==> config.mk <==
export PLATFORM = sky130hd
export DESIGN_NAME = sorted_priority_queue
export DESIGN_NICKNAME = d
export VERILOG_FILES = /design/src/hw/rtl/spq_pkg.sv /design/src/hw/rtl/spq_ctrl.sv /design/src/hw/rtl/spq_datapath.sv /design/src/hw/rtl/sorted_priority_queue.sv
export SDC_FILE = /design/constraint.sdc
export NUM_CORES = 1
export LEC_CHECK = 0
export ABC_CLOCK_PERIOD_IN_PS = 5400
export BUFFER_PORTS_ARGS = -buffer_cell sky130_fd_sc_hd__buf_4
export CAP_MARGIN = 10
export CORE_ASPECT_RATIO = 1.5
export CORE_UTILIZATION = 63
export CTS_BUF_LIST = sky130_fd_sc_hd__clkbuf_16
export DETAILED_ROUTE_END_ITERATION = 8
export PLACE_DENSITY = 0.81
export SLEW_MARGIN = 20
export SYNTH_ARGS = -nofsm -noshare
export SYNTH_HDL_FRONTEND = slang
export SYNTH_SLANG_ARGS = --single-unit
==> constraint.sdc <==
create_clock -name clk -period 5.4 [get_ports clk]
set_clock_uncertainty 0.2 [all_clocks]
set_input_delay 0.27 -clock clk [delete_from_list [all_inputs] [get_ports clk]]
set_output_delay 0.27 -clock clk [all_outputs]
set_load 0.05 [all_outputs]
==> src/hw/rtl/spq_pkg.sv <==
`default_nettype none

package spq_pkg;

  // Default sizing
  localparam int DEPTH_DEFAULT    = 16;
  localparam int TAG_BITS_DEFAULT = 16;

  // Fixed field widths
  localparam int KEY_W     = 5;
  localparam int OUT_TAG_W = 16;
  localparam int OCC_W     = 5;
  localparam int STATUS_W  = 2;

  // Action codes
  localparam logic ACT_INSERT = 1'b0;
  localparam logic ACT_REMOVE = 1'b1;

  typedef enum logic [STATUS_W-1:0] {
    STAT_DONE  = 2'd0,
    STAT_EMPTY = 2'd1,
    STAT_FULL  = 2'd2
  } status_code_t;

  typedef enum logic [0:0] {
    ST_IDLE,
    ST_EXEC
  } ctrl_state_t;

  // Controller to datapath
  typedef struct packed {
    logic         capture;
    logic         ins;
    logic         rem;
    logic         load_out;
    status_code_t status;
  } spq_cmd_t;

  // Datapath to controller
  typedef struct packed {
    logic empty;
    logic full;
  } spq_stat_t;

endpackage

`default_nettype wire

==> src/hw/rtl/spq_ctrl.sv <==
`default_nettype none

module spq_ctrl
  import spq_pkg::*;
(
  input  wire logic      clk,
  input  wire logic      rst_n,
  input  wire logic      in_valid,
  output logic           in_stall,
  input  wire logic      in_action,
  output logic           out_valid,
  input  wire logic      out_stall,
  input  wire spq_stat_t stat,
  output spq_cmd_t       cmd
);

  ctrl_state_t state_r, state_nxt;
  logic        action_r, action_nxt;
  logic        out_valid_r, out_valid_nxt;

  // State, held action and result valid
  always_ff @(posedge clk) begin
    if (!rst_n) begin
      state_r     <= ST_IDLE;
      action_r    <= ACT_INSERT;
      out_valid_r <= 1'b0;
    end else begin
      state_r     <= state_nxt;
      action_r    <= action_nxt;
      out_valid_r <= out_valid_nxt;
    end
  end

  // Sequence one item: capture, then update once the result slot is free
  always_comb begin
    state_nxt     = state_r;
    action_nxt    = action_r;
    out_valid_nxt = out_valid_r && out_stall;
    cmd           = '0;
    cmd.status    = STAT_DONE;
    in_stall      = 1'b1;
    case (state_r)
      ST_IDLE: begin
        in_stall = 1'b0;
        if (in_valid) begin
          cmd.capture = 1'b1;
          action_nxt  = in_action;
          state_nxt   = ST_EXEC;
        end
      end
      ST_EXEC: begin
        if (!out_valid_r || !out_stall) begin
          cmd.load_out  = 1'b1;
          out_valid_nxt = 1'b1;
          state_nxt     = ST_IDLE;
          if (action_r == ACT_REMOVE) begin
            if (stat.empty) begin
              cmd.status = STAT_EMPTY;
            end else begin
              cmd.rem = 1'b1;
            end
          end else begin
            if (stat.full) begin
              cmd.status = STAT_FULL;
            end else begin
              cmd.ins = 1'b1;
            end
          end
        end
      end
      default: begin
        state_nxt = ST_IDLE;
      end
    endcase
  end

  assign out_valid = out_valid_r;

endmodule

`default_nettype wire

==> src/hw/rtl/spq_datapath.sv <==
`default_nettype none

module spq_datapath
  import spq_pkg::*;
#(
  parameter int QUEUE_DEPTH = DEPTH_DEFAULT,
  parameter int TAG_BITS    = TAG_BITS_DEFAULT
) (
  input  wire logic                 clk,
  input  wire logic                 rst_n,
  input  wire spq_cmd_t             cmd,
  output spq_stat_t                 stat,
  input  wire logic [KEY_W-1:0]     in_entry_key,
  input  wire logic [TAG_BITS-1:0]  in_entry_tag,
  output logic [STATUS_W-1:0]       out_status,
  output logic [KEY_W-1:0]          out_removed_key,
  output logic [OUT_TAG_W-1:0]      out_removed_tag,
  output logic                      out_head_valid,
  output logic [KEY_W-1:0]          out_head_key,
  output logic [OUT_TAG_W-1:0]      out_head_tag,
  output logic [OCC_W-1:0]          out_occupancy
);

  localparam int CNT_W = $clog2(QUEUE_DEPTH + 1);

  logic [KEY_W-1:0]    op_key_r;
  logic [TAG_BITS-1:0] op_tag_r;
  logic [CNT_W-1:0]    count_r, count_nxt;

  logic [KEY_W-1:0]    key_r   [QUEUE_DEPTH];
  logic [TAG_BITS-1:0] tag_r   [QUEUE_DEPTH];
  logic [KEY_W-1:0]    key_nxt [QUEUE_DEPTH];
  logic [TAG_BITS-1:0] tag_nxt [QUEUE_DEPTH];
  logic [KEY_W-1:0]    ins_key [QUEUE_DEPTH];
  logic [TAG_BITS-1:0] ins_tag [QUEUE_DEPTH];
  logic [KEY_W-1:0]    rem_key [QUEUE_DEPTH];
  logic [TAG_BITS-1:0] rem_tag [QUEUE_DEPTH];
  logic [QUEUE_DEPTH-1:0] lt;

  logic [OUT_TAG_W+TAG_BITS-1:0] head_tag_ext, rem_tag_ext;
  logic [OCC_W+CNT_W-1:0]        occ_ext;

  // Hold the item's key and tag for the update cycle
  always_ff @(posedge clk) begin
    if (cmd.capture) begin
      op_key_r <= in_entry_key;
      op_tag_r <= in_entry_tag;
    end
  end

  // Entry count
  always_comb begin
    count_nxt = count_r;
    if (cmd.ins) begin
      count_nxt = count_r + CNT_W'(1);
    end else if (cmd.rem) begin
      count_nxt = count_r - CNT_W'(1);
    end
  end

  always_ff @(posedge clk) begin
    if (!rst_n) begin
      count_r <= '0;
    end else begin
      count_r <= count_nxt;
    end
  end

  assign stat.empty = (count_r == '0);
  assign stat.full  = (count_r == CNT_W'(QUEUE_DEPTH));

  // Row of cells: each compares against the new key and shifts in parallel
  for (genvar i = 0; i < QUEUE_DEPTH; i++) begin : g_cell
    localparam logic [CNT_W-1:0] IDX = CNT_W'(i);

    // Stored entry stays ahead of the new one
    assign lt[i] = (IDX < count_r) && (key_r[i] < op_key_r);

    // Insert source: new entry at the boundary, else the left neighbour
    if (i == 0) begin : g_first
      assign ins_key[i] = op_key_r;
      assign ins_tag[i] = op_tag_r;
    end else begin : g_rest
      assign ins_key[i] = lt[i-1] ? op_key_r : key_r[i-1];
      assign ins_tag[i] = lt[i-1] ? op_tag_r : tag_r[i-1];
    end

    // Remove source: right neighbour
    if (i == QUEUE_DEPTH - 1) begin : g_last
      assign rem_key[i] = key_r[i];
      assign rem_tag[i] = tag_r[i];
    end else begin : g_inner
      assign rem_key[i] = key_r[i+1];
      assign rem_tag[i] = tag_r[i+1];
    end

    assign key_nxt[i] = (cmd.ins && !lt[i]) ? ins_key[i] :
                        cmd.rem             ? rem_key[i] : key_r[i];
    assign tag_nxt[i] = (cmd.ins && !lt[i]) ? ins_tag[i] :
                        cmd.rem             ? rem_tag[i] : tag_r[i];

    always_ff @(posedge clk) begin
      key_r[i] <= key_nxt[i];
      tag_r[i] <= tag_nxt[i];
    end
  end

  // Fit tags and count to the result widths
  assign head_tag_ext = {{OUT_TAG_W{1'b0}}, tag_nxt[0]};
  assign rem_tag_ext  = {{OUT_TAG_W{1'b0}}, tag_r[0]};
  assign occ_ext      = {{OCC_W{1'b0}}, count_nxt};

  // Result register
  always_ff @(posedge clk) begin
    if (cmd.load_out) begin
      out_status      <= cmd.status;
      out_removed_key <= cmd.rem ? key_r[0] : '0;
      out_removed_tag <= cmd.rem ? rem_tag_ext[OUT_TAG_W-1:0] : '0;
      out_head_valid  <= (count_nxt != '0);
      out_head_key    <= (count_nxt != '0) ? key_nxt[0] : '0;
      out_head_tag    <= (count_nxt != '0) ? head_tag_ext[OUT_TAG_W-1:0] : '0;
      out_occupancy   <= occ_ext[OCC_W-1:0];
    end
  end

endmodule

`default_nettype wire

==> src/hw/rtl/sorted_priority_queue.sv <==
// Channel | Direction | Handshake         | Payload
// in_     | input     | in_valid/in_stall | action, entry_key, entry_tag
// out_    | output    | out_valid/out_stall | status, removed_key/tag, head_valid,
//         |           |                   | head_key/tag, occupancy
//
// Each item is first captured; then the row of cells compares against the key
// and shifts the whole list in parallel.
// The update waits while a previous result is still stalled at the output;
// the input stays stalled until that update has been done.
// Reset (rst_n low, synchronous) empties the queue; stored entries are not cleared.
`default_nettype none

module sorted_priority_queue
  import spq_pkg::*;
#(
  parameter int QUEUE_DEPTH = DEPTH_DEFAULT,
  parameter int TAG_BITS    = TAG_BITS_DEFAULT
) (
  input  wire logic                 clk,
  input  wire logic                 rst_n,
  input  wire logic                 in_valid,
  output logic                      in_stall,
  input  wire logic                 in_action,
  input  wire logic [KEY_W-1:0]     in_entry_key,
  input  wire logic [TAG_BITS-1:0]  in_entry_tag,
  output logic                      out_valid,
  input  wire logic                 out_stall,
  output logic [STATUS_W-1:0]       out_status,
  output logic [KEY_W-1:0]          out_removed_key,
  output logic [OUT_TAG_W-1:0]      out_removed_tag,
  output logic                      out_head_valid,
  output logic [KEY_W-1:0]          out_head_key,
  output logic [OUT_TAG_W-1:0]      out_head_tag,
  output logic [OCC_W-1:0]          out_occupancy
);

  spq_cmd_t  cmd;
  spq_stat_t stat;

  spq_ctrl u_ctrl (
    .clk       (clk),
    .rst_n     (rst_n),
    .in_valid  (in_valid),
    .in_stall  (in_stall),
    .in_action (in_action),
    .out_valid (out_valid),
    .out_stall (out_stall),
    .stat      (stat),
    .cmd       (cmd)
  );

  spq_datapath #(
    .QUEUE_DEPTH (QUEUE_DEPTH),
    .TAG_BITS    (TAG_BITS)
  ) u_datapath (
    .clk             (clk),
    .rst_n           (rst_n),
    .cmd             (cmd),
    .stat            (stat),
    .in_entry_key    (in_entry_key),
    .in_entry_tag    (in_entry_tag),
    .out_status      (out_status),
    .out_removed_key (out_removed_key),
    .out_removed_tag (out_removed_tag),
    .out_head_valid  (out_head_valid),
    .out_head_key    (out_head_key),
    .out_head_tag    (out_head_tag),
    .out_occupancy   (out_occupancy)
  );

  // Never insert into a full queue
  a_no_ins_full: assert property (@(posedge clk) disable iff (!rst_n)
    cmd.ins |-> !stat.full)
    else $error("insert issued while queue full");

  // A captured item blocks further input until it is processed
  a_busy_after_capture: assert property (@(posedge clk) disable iff (!rst_n)
    cmd.capture |=> in_stall)
    else $error("input not stalled after capture");

  // A loaded result is presented next cycle
  a_result_shown: assert property (@(posedge clk) disable iff (!rst_n)
    cmd.load_out |=> out_valid)
    else $error("loaded result not presented");

  // A performed remove reports success
  a_remove_done: assert property (@(posedge clk) disable iff (!rst_n)
    cmd.rem |=> (out_status == STAT_DONE))
    else $error("remove reported with wrong status");

endmodule

`default_nettype wire
## Word level (Yosys, flattened, before mapping)

Memory sizes are Yosys's and may differ from the RTL's.
Cells that the tools add are included.
W data, S select, Z words.

- $add $sub $neg: 2
- Order comparisons: 32
- Equal/unequal tests: 1
- Muxes and demuxes: 110
- Bitwise operators: 1
- Reduce and logical (&&, ||, !) cells: 56

Operators by type and width:

| operator | count |
|---|---|
| $mux W16 | 46 |
| $mux W5 | 50 |
| $lt A5 B5 Y1 | 16 |
| $lt A4 B5 Y1 const A | 8 |
| $logic_and A1 B1 Y1 | 33 |
| $lt A3 B5 Y1 const A | 4 |
| $logic_not A1 Y1 | 18 |
| $mux W1 | 11 |
| $lt A1 B5 Y1 const A | 2 |
| $lt A2 B5 Y1 const A | 2 |
| $add A5 B1 Y5 const B | 1 |
| $eq A5 B5 Y1 const B | 1 |
| $logic_not A5 Y1 | 1 |
| $reduce_bool A5 Y1 | 1 |
| $sub A5 B1 Y5 const B | 1 |
| $mux W2 | 2 |
| $reduce_and A2 Y1 | 2 |
| $pmux W1 S2 | 1 |
| $logic_or A1 B1 Y1 | 1 |
| $not A1 Y1 | 1 |

- Register bits: 79
- Memory bits (writable): 336
- Bits of input ports: 26
- Output and inout port bits: 52
- Logic and storage cells: 217
- Memories kept: 2

Memories:

| memory | depth | bits a word | rd ports | clocked after Yosys merged registers in | write ports | RTL line | RTL |
|---|---|---|---|---|---|---|---|
| u_datapath.tag_r | 16 | 16 | 16 | 0 | 16 | spq_datapath.sv:31 | `logic [TAG_BITS-1:0] tag_r [QUEUE_DEPTH];` |
| u_datapath.key_r | 16 | 5 | 16 | 0 | 16 | spq_datapath.sv:30 | `logic [KEY_W-1:0] key_r [QUEUE_DEPTH];` |

## Logic depth before layout (Yosys ltp)

Gate-level depths: netlist of the first run.

- Depth in word-level cells: 8
- Gate-level depth with buffers: 11

## Hierarchy

From an unflattened synthesis of the first run, not the netlist that was laid out.

- Cell total of the unflattened synthesis: 1843
- Area, all modules: 22147.5 um2

Modules (own cells, without submodules):

| module | instances | cells each | area an instance (um2) | seq. area each (um2) |
|---|---|---|---|---|
| spq_datapath | 1 | 1826 | 21978.6 | 12111.6 |
| spq_ctrl | 1 | 17 | 168.9 | 60.1 |

## Worst setup path after synthesis of the first run

Ideal clock, no wire load.

- Path kind: register -> register
- Start point: register, netlist name u_ctrl.state_r
- End point: memory u_datapath.key_r[8][0], in the netlist u_datapath.key_r[4][0], enable pin
- Setup time: 0.428 ns
- Data arrival time: 3.622 ns
- Data required time: 4.772 ns
- Path slack: 1.150 ns
- Cell stages (with the launch flop): 6
- Period minus slack after synthesis: 4.250 ns
- Path through: dfxtp_1 > a21bo_2 > buf_2 > inv_2 > nand3_1 > o21ai_0

RTL lines:

| item | RTL line |
|---|---|
| to (decl) | spq_datapath.sv:30 |

==> impl_metrics.sql, run 1 <==
INSERT INTO impl_metrics (metric_group, metric, value, unit) VALUES
('layout', 'share_of_final_layout_standard_cells_stronger_than_drive_strength_1', '14.1', '%'),
('job', 'drv.max_cap_violation_count', '0', ''),
('outcome', 'result_of_the_run', 'completed', ''),
('yosys', 'synth_enable_flop_cells', '386', ''),
('layout', 'layout.core_utilization', '71.4', '%'),
('yosys', 'ys.warnings.count', '0', ''),
('die', 'floorplan.die_area', '35000', 'µm²'),
('critical_path', 'start_kind', 'flip-flop', ''),
('yosys', 'post_synth_and_or_nand_nor_area_fraction', '8.20', '%'),
('clock_tree', 'tritoncts', 'built', ''),
('yosys', 'yosys_register_bits', '415', ''),
('global_route', 'grt_pass1_wl', '74.7', 'mm'),
('clock_tree', 'cts.htree.levels', '2', ''),
('layout', 'antenna_cells', '0', ''),
('sta', 'relSlewSlack', '32.1', '%'),
('die', 'floorplan.die.width', '153', 'µm'),
('global_route', 'grt_max_degree', '64', ''),
('yosys', 'main_combinational_cell_family_by_area_after_synthesis', 'multiplexers', ''),
('detailed_routing', 'via_count', '14300', ''),
('clock_tree', 'cts_made_buffers', '40', ''),
('sta', 'hold_viol_final', '0', ''),
('layout', 'nNetsFinal', '1993', ''),
('sta', 'timing.setup.tns', '0', 'ns'),
('die', 'height_of_the_die', '229', 'µm'),
('place', 'place_hpwl', '32.9', 'mm'),
('yosys', 'synth_ff_type', 'edfxtp_1', ''),
('yosys', 'synth_async_sr_flop_share', '0', '%'),
('detailed_routing', 'drtPass1Iterations', '7', ''),
('yosys', 'synth_compound_area_share', '12.8', '%'),
('yosys', 'synthDistinctLibCells', '60', ''),
('die', 'placeable_core_region', '33500', 'µm²'),
('power', 'p_leak', '0.00990', 'µW'),
('global_route', 'grt_antenna_before_repair', '0', ''),
('detailed_routing', 'antenna_left', '0', ''),
('global_route', 'number_of_global_route_vias_before_repair', '14500', ''),
('clock_tree', 'clock_network_latency_to_the_later_pin_of_the_worst_skew_pair', '0.56', 'ns'),
('critical_path', 'worst-endpoint-arrival', '4.02', 'ns'),
('yosys', 'synth.yosys.seq_area_share', '56.4', '%'),
('sta', 'worst_pin_slew', '1.02', 'ns'),
('global_route', 'overflow', '0', ''),
('detailed_routing', 'drt_iter0_markers', '1094', ''),
('critical_path', 'criticalPathCategory', 'reg -> reg', ''),
('detailed_routing', 'met2_wirelength', '24.6', 'mm'),
('detailed_routing', 'post_drt_via_cell_ratio', '6.07', ''),
('clock_tree', 'max_clock_buf_depth', '3', ''),
('clock_tree', 'post_cts_clock_slew_at_the_launch_and_capture_registers_of_the_worst_setup_and_hold_paths', '0.06', 'ns'),
('layout', 'syn2layout_area_growth', '11.0', '%'),
('critical_path', 'worstPathMaxFanout', '51', ''),
('sta', 'setup_viol', '0', ''),
('detailed_routing', 'wire_per_inst', '19.7', 'µm'),
('die', 'initial_utilization', '64.4', '%'),
('critical_path', 'critPathCaptureType', 'flip-flop', ''),
('die', 'ioPinCount', '78', ''),
('detailed_routing', 'drt_wl_total', '46.4', 'mm'),
('sta', 'rsz0062_at_grt', 'false', ''),
('yosys', 'mappedNetlistNets', '1945', ''),
('yosys', 'synth_cells', '1851', ''),
('yosys', 'synth_adder_area_share', '3.94', '%'),
('detailed_routing', 'top_signal_layer_used', 'met4', ''),
('sta', 'share_of_the_clock_period_used_by_the_worst_path_after_layout', '75.0', '%'),
('detailed_routing', 'wl_met3', '1.86', 'mm'),
('clock_tree', 'cts-root-buf', 'clkbuf_16', ''),
('yosys', 'syn_avg_cell_area', '11.7', 'µm²'),
('sta', 'max_freq', '247', 'MHz'),
('yosys', 'syn_area', '21600', 'µm²'),
('yosys', 'synthMuxAreaShare', '15.3', '%'),
('yosys', 'area_share_of_xor_xnor_cells_in_the_synthesized_design', '0.0406', '%'),
('sta', 'maxSlewViolCount', '0', ''),
('detailed_routing', 'drcViolationCount', '0', ''),
('power', 'power_density', '356', 'nW/µm²'),
('place', 'place.gp.congestion', '0.915', ''),
('power', 'vdd.ir_drop.worst', '0.224', 'mV'),
('clock_tree', 'total_number_of_clock_tree_sinks', '415', ''),
('hold_path', 'holdCritPathClass', 'in -> reg', ''),
('critical_path', 'worst_ep_required_time', '5.37', 'ns'),
('detailed_routing', 'wl_met1', '18.7', 'mm'),
('die', 'row_count', '82', ''),
('sta', 'post-route-min-period', '4.05', 'ns'),
('global_route', 'grt_use_total', '26.6', '%'),
('place', 'portBuffers', '77', '');
[report_power, final]
| part | switching [µW] | total (µW) | internal (µW) |
|---|---|---|---|
| registers | 274 | 4260 | 3990 |
| clock network | 1210 | 2810 | 1600 |
| logic | 914 | 1470 | 552 |
[cell families after synthesis]
family / after synthesis
compound gates: 490
xor+xnor: 1
fa+ha+maj: 68
buf+inv: 150
flops: 415
mux: 322
simple gates: 405
[synth_stat cells (14+ instances only)]
library cell / n / area share, %
edfxtp_1: 386 / 54
mux2i_1: 263 / 12
a21oi_1: 236 / 5.5
nand2_1: 181 / 3.1
o21ai_0: 155 / 3.6
nor2_1: 144 / 2.5
ha_1: 68 / 3.9
clkbuf_1: 64 / 1.1
mux2_2: 54 / 2.8
buf_2: 51 / 1.2
a211oi_1: 33 / 1.1
and2_1: 29 / 0.84
dfxtp_1: 29 / 2.7
buf_4: 16 / 0.56
nand2b_1: 14 / 0.41
[sequential cells by signal, indices dropped and copies added (netlist names), 2 cells and up]
| register | flops |
|---|---|
| u_datapath.out_head_tag | 16 |
| u_datapath.tag_r | 256 |
| u_datapath.out_head_key | 5 |
| u_datapath.out_removed_tag | 16 |
| u_datapath.count_r | 5 |
| u_datapath.op_key_r | 5 |
| u_datapath.op_tag_r | 16 |
| u_datapath.out_removed_key | 5 |
| u_datapath.out_status | 2 |
| u_datapath.key_r | 80 |
| u_datapath.out_occupancy | 5 |
[layer usage]
| layer | track usage (%) | vias to the layer above |
|---|---|---|
| li1 | - | 6935 |
| met1 | 31.3 | 6856 |
| met2 | 49.1 | 384 |
| met3 | 3.15 | 91 |
| met4 | 10.6 | 0 |
| met5 | 0 | - |
[worst paths after layout]
kind,start,endpoint,slack (ns),cells past startpoint
worst max-delay path,u_datapath.count_r[1],u_datapath.key_r[6][9],1.35,8
worst min-delay path,in_entry_tag[3],u_datapath.op_tag_r[3],0.24,2
worst max register to register,u_datapath.count_r[1],u_datapath.key_r[6][9],1.35,8
worst min register to register,u_datapath.tag_r[7][25],u_datapath.tag_r[7][9],0.35,1
[metrics by stage]
| stage | hold WS (ns) | setup slack (ns) | instance area, µm² | power [µW] | instances |
|---|---|---|---|---|---|
| after floorplan | 0.169 | 1.15 | 21600 | 5330 | 1851 |
| after global placement | 0.248 | 1.54 | 22400 | 5650 | 2252 |
| after detailed placement | 0.249 | 1.44 | 22400 | 5750 | 2252 |
| after CTS | 0.210 | 1.41 | 24000 | 8560 | 2350 |
| after global routing | 0.230 | 1.19 | 24000 | 8870 | 2350 |
| final | 0.236 | 1.35 | 24000 | 8540 | 2350 |
[worst max-delay path, cell delays in order (launching register included)]
cell and delay (ns):
dfxtp_1 0.66, inv_1 0.21, ha_1 0.28, and4bb_4 0.24, nor3_4 0.38, buf_4 0.56, and2_1 0.22, buf_4 0.38
or2_2 0.54
[final cells by class]
cell class	count	area [µm²]
clock buffers	40	1000
clock inverters	33	297
fillers	2296	9580
inverters	15	56.3
multi-input cells	1286	8800
flip-flops and latches	415	12200
well taps	420	526
repair buffers	141	1120
[what timing repair did]
action,in CTS,in global routing
setup buffers,0,0
hold buffers,25,0
gates resized for setup,0,0
endpoints found under the hold margin,29,0
[layout by cell type (no fill, tap or decap), types with 25 or more instances in the layout]
cell type      count
mux2i_1          263
buf_4            116
a21oi_1          236
clkbuf_16         40
dlygate4sd3_1     25
ha_1              68
dfxtp_1           29
nand2_1          181
edfxtp_1         386
and2_1            29
nor2_1           143
a211oi_1          33
o21ai_0          152
mux2_2            54
(Power assumes the default switching activity.)
==> inputs of run 2 (changes only) <==
Settings changed: ABC_AREA set to 1, ABC_CLOCK_PERIOD_IN_PS 5400 to 3610, CORE_UTILIZATION 63 to 57, PLACE_DENSITY 0.81 to 0.77.
Clock period 5.4 ns to 3.61 ns, I/O delays scaled along.
==> impl_metrics.sql, run 2 <==
INSERT INTO impl_metrics (metric_group, metric, value, unit) VALUES
('outcome', 'result_of_the_run', 'completed', ''),
('global_route', 'grt_pass1_wl', '88.4', 'mm'),
('clock_tree', 'cts_post_setup_buffers_inserted', '0', ''),
('yosys', 'synth_largest_type_area_fraction', '52.7', '%'),
('layout', 'stdcell_count', '3139', ''),
('sta', 'rsz0062_at_grt', 'false', ''),
('yosys', 'synthTopCellsByArea', 'edfxtp_1 (53%), nand2_1 (19%), o21ai_0 (7.1%)', ''),
('yosys', 'synth_cells', '2579', ''),
('clock_tree', 'max_clock_buf_depth', '3', ''),
('power', 'power_density', '512', 'nW/µm²'),
('layout', 'regMostFlops', 'u_datapath.tag_r', ''),
('layout', 'share_of_final_layout_standard_cells_stronger_than_drive_strength_1', '9.21', '%'),
('yosys', 'synth.yosys.seq_area_share', '55.4', '%'),
('critical_path', 'start_kind', 'flip-flop', ''),
('critical_path', 'critical_path.slowest_cell', 'inv_4', ''),
('yosys', 'yosysTopAreaCell', 'edfxtp_1', ''),
('detailed_routing', 'drt_wl_total', '54.7', 'mm'),
('power', 'p_leak', '0.0109', 'µW'),
('global_route', 'grt_use_total', '28.1', '%'),
('sta', 'max_freq', '306', 'MHz'),
('global_route', 'overflow', '0', ''),
('critical_path', 'max_stage_delay', '0.49', 'ns'),
('power', 'vdd.ir_drop.worst', '0.434', 'mV'),
('layout', 'antenna_cells', '0', ''),
('clock_tree', 'cts_made_buffers', '40', ''),
('yosys', 'ys.warnings.count', '0', ''),
('layout', 'largest_reg_flops', '256', ''),
('die', 'ioPinCount', '78', ''),
('sta', 'setup_viol', '0', ''),
('power', 'power.clock.fraction', '31.8', '%'),
('die', 'floorplan.die_area', '39400', 'µm²'),
('place', 'place_hpwl', '40.0', 'mm'),
('layout', 'syn2layout_area_growth', '11.1', '%'),
('clock_tree', 'cts.htree.levels', '2', ''),
('detailed_routing', 'post_drt_via_cell_ratio', '5.57', ''),
('critical_path', 'worst_ep_required_time', '3.84', 'ns'),
('layout', 'nNetsFinal', '2714', ''),
('global_route', 'number_of_global_route_vias_before_repair', '17400', ''),
('clock_tree', 'clock_network_latency_to_the_later_pin_of_the_worst_skew_pair', '0.56', 'ns'),
('yosys', 'netlist_top_cells_count', 'nand2_1 (1090), edfxtp_1 (386), o21ai_0 (310)', ''),
('detailed_routing', 'drtPass1Iterations', '5', ''),
('die', 'floorplan.die.width', '162', 'µm'),
('die', 'row_count', '87', ''),
('sta', 'hold_viol_final', '0', ''),
('yosys', 'syn_avg_cell_area', '8.52', 'µm²'),
('sta', 'timing.setup.tns', '0', 'ns'),
('layout', 'final_layout_fill_cell_count', '3086', ''),
('power', 'comb_power_share', '18.7', '%'),
('die', 'height_of_the_die', '243', 'µm'),
('die', 'initial_utilization', '58.2', '%'),
('power', 'p_int', '8830', 'µW'),
('power', 'power.switching_fraction', '29.4', '%'),
('yosys', 'synth_ff_type', 'edfxtp_1', ''),
('layout', 'final_common_cell', 'nand2_1', ''),
('power', 'pwr-share-seq', '49.5', '%'),
('sta', 'relSlewSlack', '51.4', '%'),
('layout', 'largestRegisters', 'u_datapath.tag_r: 256 flops, u_datapath.key_r: 80 flops', ''),
('power', 'power.net_switching', '3680', 'µW'),
('critical_path', 'worstPathMaxFanout', '45', ''),
('layout', 'area_used_by_multi_input_combinational_logic', '8660', 'µm²'),
('yosys', 'synthDistinctLibCells', '38', ''),
('detailed_routing', 'wire_per_inst', '17.4', 'µm'),
('yosys', 'most_frequently_used_cell_type_in_the_post_synthesis_netlist', 'nand2_1', ''),
('critical_path', 'worst-endpoint-arrival', '3.49', 'ns'),
('die', 'placeable_core_region', '37800', 'µm²'),
('job', 'drv.max_cap_violation_count', '0', ''),
('yosys', 'mappedNetlistNets', '2673', ''),
('sta', 'share_of_the_clock_period_used_by_the_worst_path_after_layout', '90.4', '%'),
('clock_tree', 'post_cts_clock_slew_at_the_launch_and_capture_registers_of_the_worst_setup_and_hold_paths', '0.07', 'ns'),
('sta', 'maxSlewViolCount', '0', ''),
('yosys', 'syn_area', '22000', 'µm²'),
('detailed_routing', 'drcViolationCount', '0', ''),
('sta', 'worst_pin_slew', '0.727', 'ns'),
('layout', 'most-common-layout-cells', 'nand2_1 (1090), edfxtp_1 (386), o21ai_0 (310), nor2_1 (148), buf_4 (128)', ''),
('detailed_routing', 'via_count', '17500', ''),
('clock_tree', 'total_number_of_clock_tree_sinks', '415', ''),
('place', 'numPlacedInstances', '3042', ''),
('global_route', 'grt_max_degree', '64', ''),
('critical_path', 'critPathCaptureType', 'flip-flop', ''),
('detailed_routing', 'drt_iter0_markers', '1488', ''),
('yosys', 'synth_async_sr_flop_share', '0', '%'),
('place', 'place.gp.congestion', '0.912', ''),
('clock_tree', 'cts-root-buf', 'clkbuf_16', ''),
('detailed_routing', 'antenna_left', '0', ''),
('sta', 'post-route-min-period', '3.26', 'ns'),
('yosys', 'synth_enable_flop_cells', '386', ''),
('layout', 'ff_latch_area', '12200', 'µm²'),
('critical_path', 'criticalPathCategory', 'reg -> reg', ''),
('yosys', 'yosys_register_bits', '415', ''),
('hold_path', 'holdCritPathClass', 'in -> reg', ''),
('critical_path', 'worstPathCellList', 'inv_1, ha_1, nand3_2, nand2_4, inv_4, nand2_2, buf_4, o21ai_0, nand2_1, inv_1', ''),
('critical_path', 'critical-path-top-cell-by-count', 'inv_1', ''),
('global_route', 'grt_antenna_before_repair', '0', ''),
('clock_tree', 'tritoncts', 'built', ''),
('place', 'portBuffers', '77', '');
run 2: changes by cell type in the layout (fill, tap and decap cells not counted), moves of 52 or more:
cell | before | now
a21oi_1 | 236 | 114
inv_1 | 16 | 109
mux2_2 | 54 | 0
mux2i_1 | 263 | 0
nand2_1 | 181 | 1090
o21ai_0 | 152 | 310
o21ai_1 | 10 | 62
run 2: cell type report:
type	count	area share (%)
repair buffers	158	5.37
clock buffers	42	4.30
well taps	489	2.51
multi-input cells	1886	35.5
clock inverters	30	0.666
flip-flops and latches	415	49.8
inverters	119	1.84
run 2: final timing paths:
kind                               from                           to  slack (ns)  cells after the start
setup reg to reg  u_datapath.count_r[0]  u_datapath.out_head_tag[15]        0.35                     10
setup / recovery  u_datapath.count_r[0]  u_datapath.out_head_tag[15]        0.35                     10
hold reg to reg        u_ctrl.out_valid             u_ctrl.out_valid        0.31                      2
hold / removal          in_entry_tag[4]       u_datapath.op_tag_r[4]        0.15                      2
run 2: metrics by stage:
stage	worst slack, ns	total power [µW]	hold WS [ns]	utilization (%)	instance area (µm²)
2_1_floorplan	0.213	7890	0.0794	-	22000
3_3_place_gp	0.528	8470	0.161	60.8	22900
3_5_place_dp	0.415	8570	0.160	60.8	23000
4_1_cts	0.397	12500	0.135	64.6	24400
5_1_grt	0.157	13000	0.147	64.6	24400
6_report	0.346	12500	0.151	64.6	24400
run 2: cell families (layout without fill, tap and decap cells):
family          count (synthesis)  count (layout)  synth area share, %
flops                         415             415                 55.4
buf+inv                       278             349                 5.41
simple gates                 1300            1300                 23.0
fa+ha+maj                      68              68                 3.87
xor+xnor                        3               3                0.120
compound gates                515             515                 12.3
run 2: timing repair:
| action | in CTS | in global routing |
|---|---|---|
| gates resized for setup | 0 | 0 |
| hold buffers | 25 | 0 |
| hold endpoints to repair | 31 | 0 |
run 2: worst max-delay path, delay by kind of cell (launching register included):
family | cells | cell delay, ns
adder cells (fa/ha/maj) | 1 | 0.28
AND/OR/NAND/NOR | 4 | 0.66
buffers and inverters | 4 | 1.08
flip-flops | 1 | 0.48
AO/OA/AOI/OAI | 1 | 0.43
run 2: metal layers:
metal / track usage (%) / wire length [µm] / vias up
li1: - / - / 8648
met1: 31.1 / 20700 / 8097
met2: 51.4 / 28700 / 574
met3: 3.72 / 2690 / 172
met4: 14.9 / 2670 / 0
met5: 0 / 0 / -
run 2: power groups by stage:
stage	registers, µW	clock network [µW]	logic (µW)
finish	6190	3980	2340
global route	6230	4180	2620
CTS	6180	4040	2330
detailed placement	6280	0	2300
global placement	6260	0	2210
floorplan	6340	0	1550
==> inputs of run 3 (changes only) <==
==> constraint.sdc (replaced) <==
create_clock -name clk -period 3.61 [get_ports clk]
set_clock_uncertainty 0.2 [all_clocks]
set_input_delay 0.722 -clock clk [delete_from_list [all_inputs] [get_ports clk]]
set_output_delay 0.722 -clock clk [all_outputs]
set_load 0.05 [all_outputs]
==> impl_metrics.sql, run 3 (synthesized netlist as in run 2, its figures left out) <==
INSERT INTO impl_metrics (metric_group, metric, value, unit) VALUES
('global_route', 'number_of_global_route_vias_before_repair', '17100', ''),
('sta', 'worst_pin_slew', '0.675', 'ns'),
('detailed_routing', 'drcViolationCount', '0', ''),
('clock_tree', 'tritoncts', 'built', ''),
('detailed_routing', 'drt_wl_total', '54.5', 'mm'),
('layout', 'final_common_cell', 'nand2_1', ''),
('die', 'initial_utilization', '58.2', '%'),
('critical_path', 'max_stage_delay', '0.51', 'ns'),
('clock_tree', 'cts-root-buf', 'clkbuf_16', ''),
('die', 'floorplan.die.width', '162', 'µm'),
('sta', 'setup_viol', '0', ''),
('critical_path', 'start_kind', 'flip-flop', ''),
('clock_tree', 'cts_post_setup_buffers_inserted', '0', ''),
('place', 'place.gp.congestion', '0.895', ''),
('global_route', 'grt_use_total', '28.1', '%'),
('sta', 'maxSlewViolCount', '0', ''),
('critical_path', 'worst-endpoint-arrival', '3.22', 'ns'),
('critical_path', 'r2r.worst_path.cells', '13', ''),
('place', 'place_hpwl', '40.4', 'mm'),
('layout', 'final_layout_fill_cell_count', '3177', ''),
('layout', 'share_of_final_layout_standard_cells_stronger_than_drive_strength_1', '10.0', '%'),
('clock_tree', 'cts_hold_buffers', '0', ''),
('detailed_routing', 'post_drt_via_cell_ratio', '5.60', ''),
('detailed_routing', 'drt_iter0_markers', '1393', ''),
('detailed_routing', 'via_count', '17500', ''),
('place', 'numPlacedInstances', '3055', ''),
('global_route', 'met1_usage', '31.3', '%'),
('clock_tree', 'cts.htree.levels', '2', ''),
('global_route', 'global_route_track_usage_on_met3', '3.65', '%'),
('sta', 'fin_hold_ws', '0.149', 'ns'),
('global_route', 'grt_max_degree', '65', ''),
('sta', 'relSlewSlack', '55.0', '%'),
('hold_path', 'holdCritPathClass', 'in -> reg', ''),
('global_route', 'm2_gr_usage', '51.1', '%'),
('clock_tree', 'total_number_of_clock_tree_sinks', '415', ''),
('global_route', 'overflow', '0', ''),
('layout', 'area_used_by_multi_input_combinational_logic', '8660', 'µm²'),
('clock_tree', 'post_cts_clock_slew_at_the_launch_and_capture_registers_of_the_worst_setup_and_hold_paths', '0.06', 'ns'),
('critical_path', 'critical-path-top-cell-by-count', 'nand2_1', ''),
('clock_tree', 'cts_resized', '0', ''),
('detailed_routing', 'drtPass1Iterations', '5', ''),
('layout', 'layout.core_utilization', '64.3', '%'),
('sta', 'max_freq', '321', 'MHz'),
('sta', 'timing.setup.tns', '0', 'ns'),
('critical_path', 'criticalPathCategory', 'reg -> reg', ''),
('sta', 'share_of_the_clock_period_used_by_the_worst_path_after_layout', '86.3', '%'),
('layout', 'stdcell_count', '3127', ''),
('layout', 'layout.cell_area.non_filler', '24300', 'µm²'),
('power', 'power_density', '518', 'nW/µm²'),
('clock_tree', 'cts_made_buffers', '40', ''),
('layout', 'largestRegisters', 'u_datapath.tag_r: 256 flops, u_datapath.key_r: 80 flops', ''),
('sta', 'rsz0062_at_grt', 'false', ''),
('critical_path', 'worst_ep_required_time', '3.71', 'ns'),
('layout', 'most-common-layout-cells', 'nand2_1 (1090), edfxtp_1 (386), o21ai_0 (310), nor2_1 (148), buf_4 (141)', ''),
('power', 'p_leak', '0.0109', 'µW'),
('critical_path', 'worstPathMaxFanout', '22', ''),
('power', 'vdd.ir_drop.worst', '0.382', 'mV'),
('layout', 'ff_latch_area', '12200', 'µm²'),
('hold_path', 'hold_depth', '1', ''),
('global_route', 'grt_antenna_before_repair', '0', ''),
('detailed_routing', 'antenna_left', '0', ''),
('global_route', 'busiest_layer_in_global_routing', 'met2', ''),
('layout', 'antenna_cells', '0', ''),
('clock_tree', 'clock_network_latency_to_the_later_pin_of_the_worst_skew_pair', '0.55', 'ns'),
('place', 'portBuffers', '77', ''),
('clock_tree', 'max_clock_buf_depth', '3', ''),
('critical_path', 'worstPathCellList', 'inv_1, ha_1, nand3_2, nand2_4, inv_2, nand2_1, nand2_1, nand2_1, nand2_1, nor2_2, nand3_2, nand2_1, inv_1', ''),
('layout', 'nNetsFinal', '2702', ''),
('outcome', 'result_of_the_run', 'completed', ''),
('layout', 'syn2layout_area_growth', '10.4', '%'),
('die', 'row_count', '87', ''),
('critical_path', 'critPathCaptureType', 'flip-flop', ''),
('die', 'ioPinCount', '78', ''),
('detailed_routing', 'wire_per_inst', '17.4', 'µm'),
('critical_path', 'critical_path.slowest_cell', 'nand3_2', ''),
('global_route', 'grt_pass1_wl', '88.0', 'mm'),
('die', 'height_of_the_die', '243', 'µm'),
('job', 'drv.max_cap_violation_count', '0', ''),
('die', 'placeable_core_region', '37800', 'µm²'),
('layout', 'largest_reg_flops', '256', ''),
('sta', 'post-route-min-period', '3.12', 'ns'),
('layout', 'regMostFlops', 'u_datapath.tag_r', ''),
('sta', 'hold_viol_final', '0', ''),
('place', 'postPlaceCellArea', '23000', 'µm²'),
('die', 'floorplan.die_area', '39400', 'µm²');
run 3: path summary, 6_finish.rpt:
path	start	endpoint	slack, ns
hold reg to reg	u_ctrl.out_valid	u_ctrl.out_valid	0.31
setup / recovery	u_datapath.count_r[0]	u_datapath.out_head_tag[4]	0.49
hold / removal	in_entry_tag[5]	u_datapath.op_tag_r[5]	0.15
setup reg to reg	u_datapath.count_r[0]	u_datapath.out_head_tag[4]	0.49
run 3: critical path, delay by kind of cell (launching register included):
| family | cells | cell delay (ns) |
|---|---|---|
| and+or+nand+nor | 9 | 1.57 |
| buffers and inverters | 3 | 0.48 |
| DFF | 1 | 0.38 |
| adders and majority gates | 1 | 0.24 |
run 3: where the power goes:
part / total [µW] / switching [µW] / internal [µW] / leakage, µW
registers: 6190 / 270 / 5920 / 0.00386
clock network: 4030 / 1800 / 2240 / 0.000640
logic: 2360 / 1620 / 738 / 0.00641
total: 12600 / 3690 / 8890 / 0.0109
run 3: area by class of cell:
| cell class | instances | area share [%] |
|---|---|---|
| clock buffers | 40 | 4.12 |
| repair buffers | 146 | 4.77 |
| well taps | 489 | 2.52 |
| multi-input cells | 1886 | 35.6 |
| inverters | 119 | 1.85 |
| flip-flops and latches | 415 | 50.1 |
| clock inverters | 32 | 0.958 |
run 3: metal layers:
metal,routed length (µm),vias up
li1,-,8622
met1,20400,8142
met2,28400,574
met3,2920,158
met4,2850,0
met5,0,-
run 3: metrics by stage:
| stage | total power [µW] | setup WS, ns |
|---|---|---|
| 2_1_floorplan | 7890 | 0.213 |
| 3_3_place_gp | 8490 | 0.457 |
| 3_5_place_dp | 8600 | 0.412 |
| 4_1_cts | 12600 | 0.515 |
| 5_1_grt | 13100 | 0.264 |
| 6_report | 12600 | 0.495 |
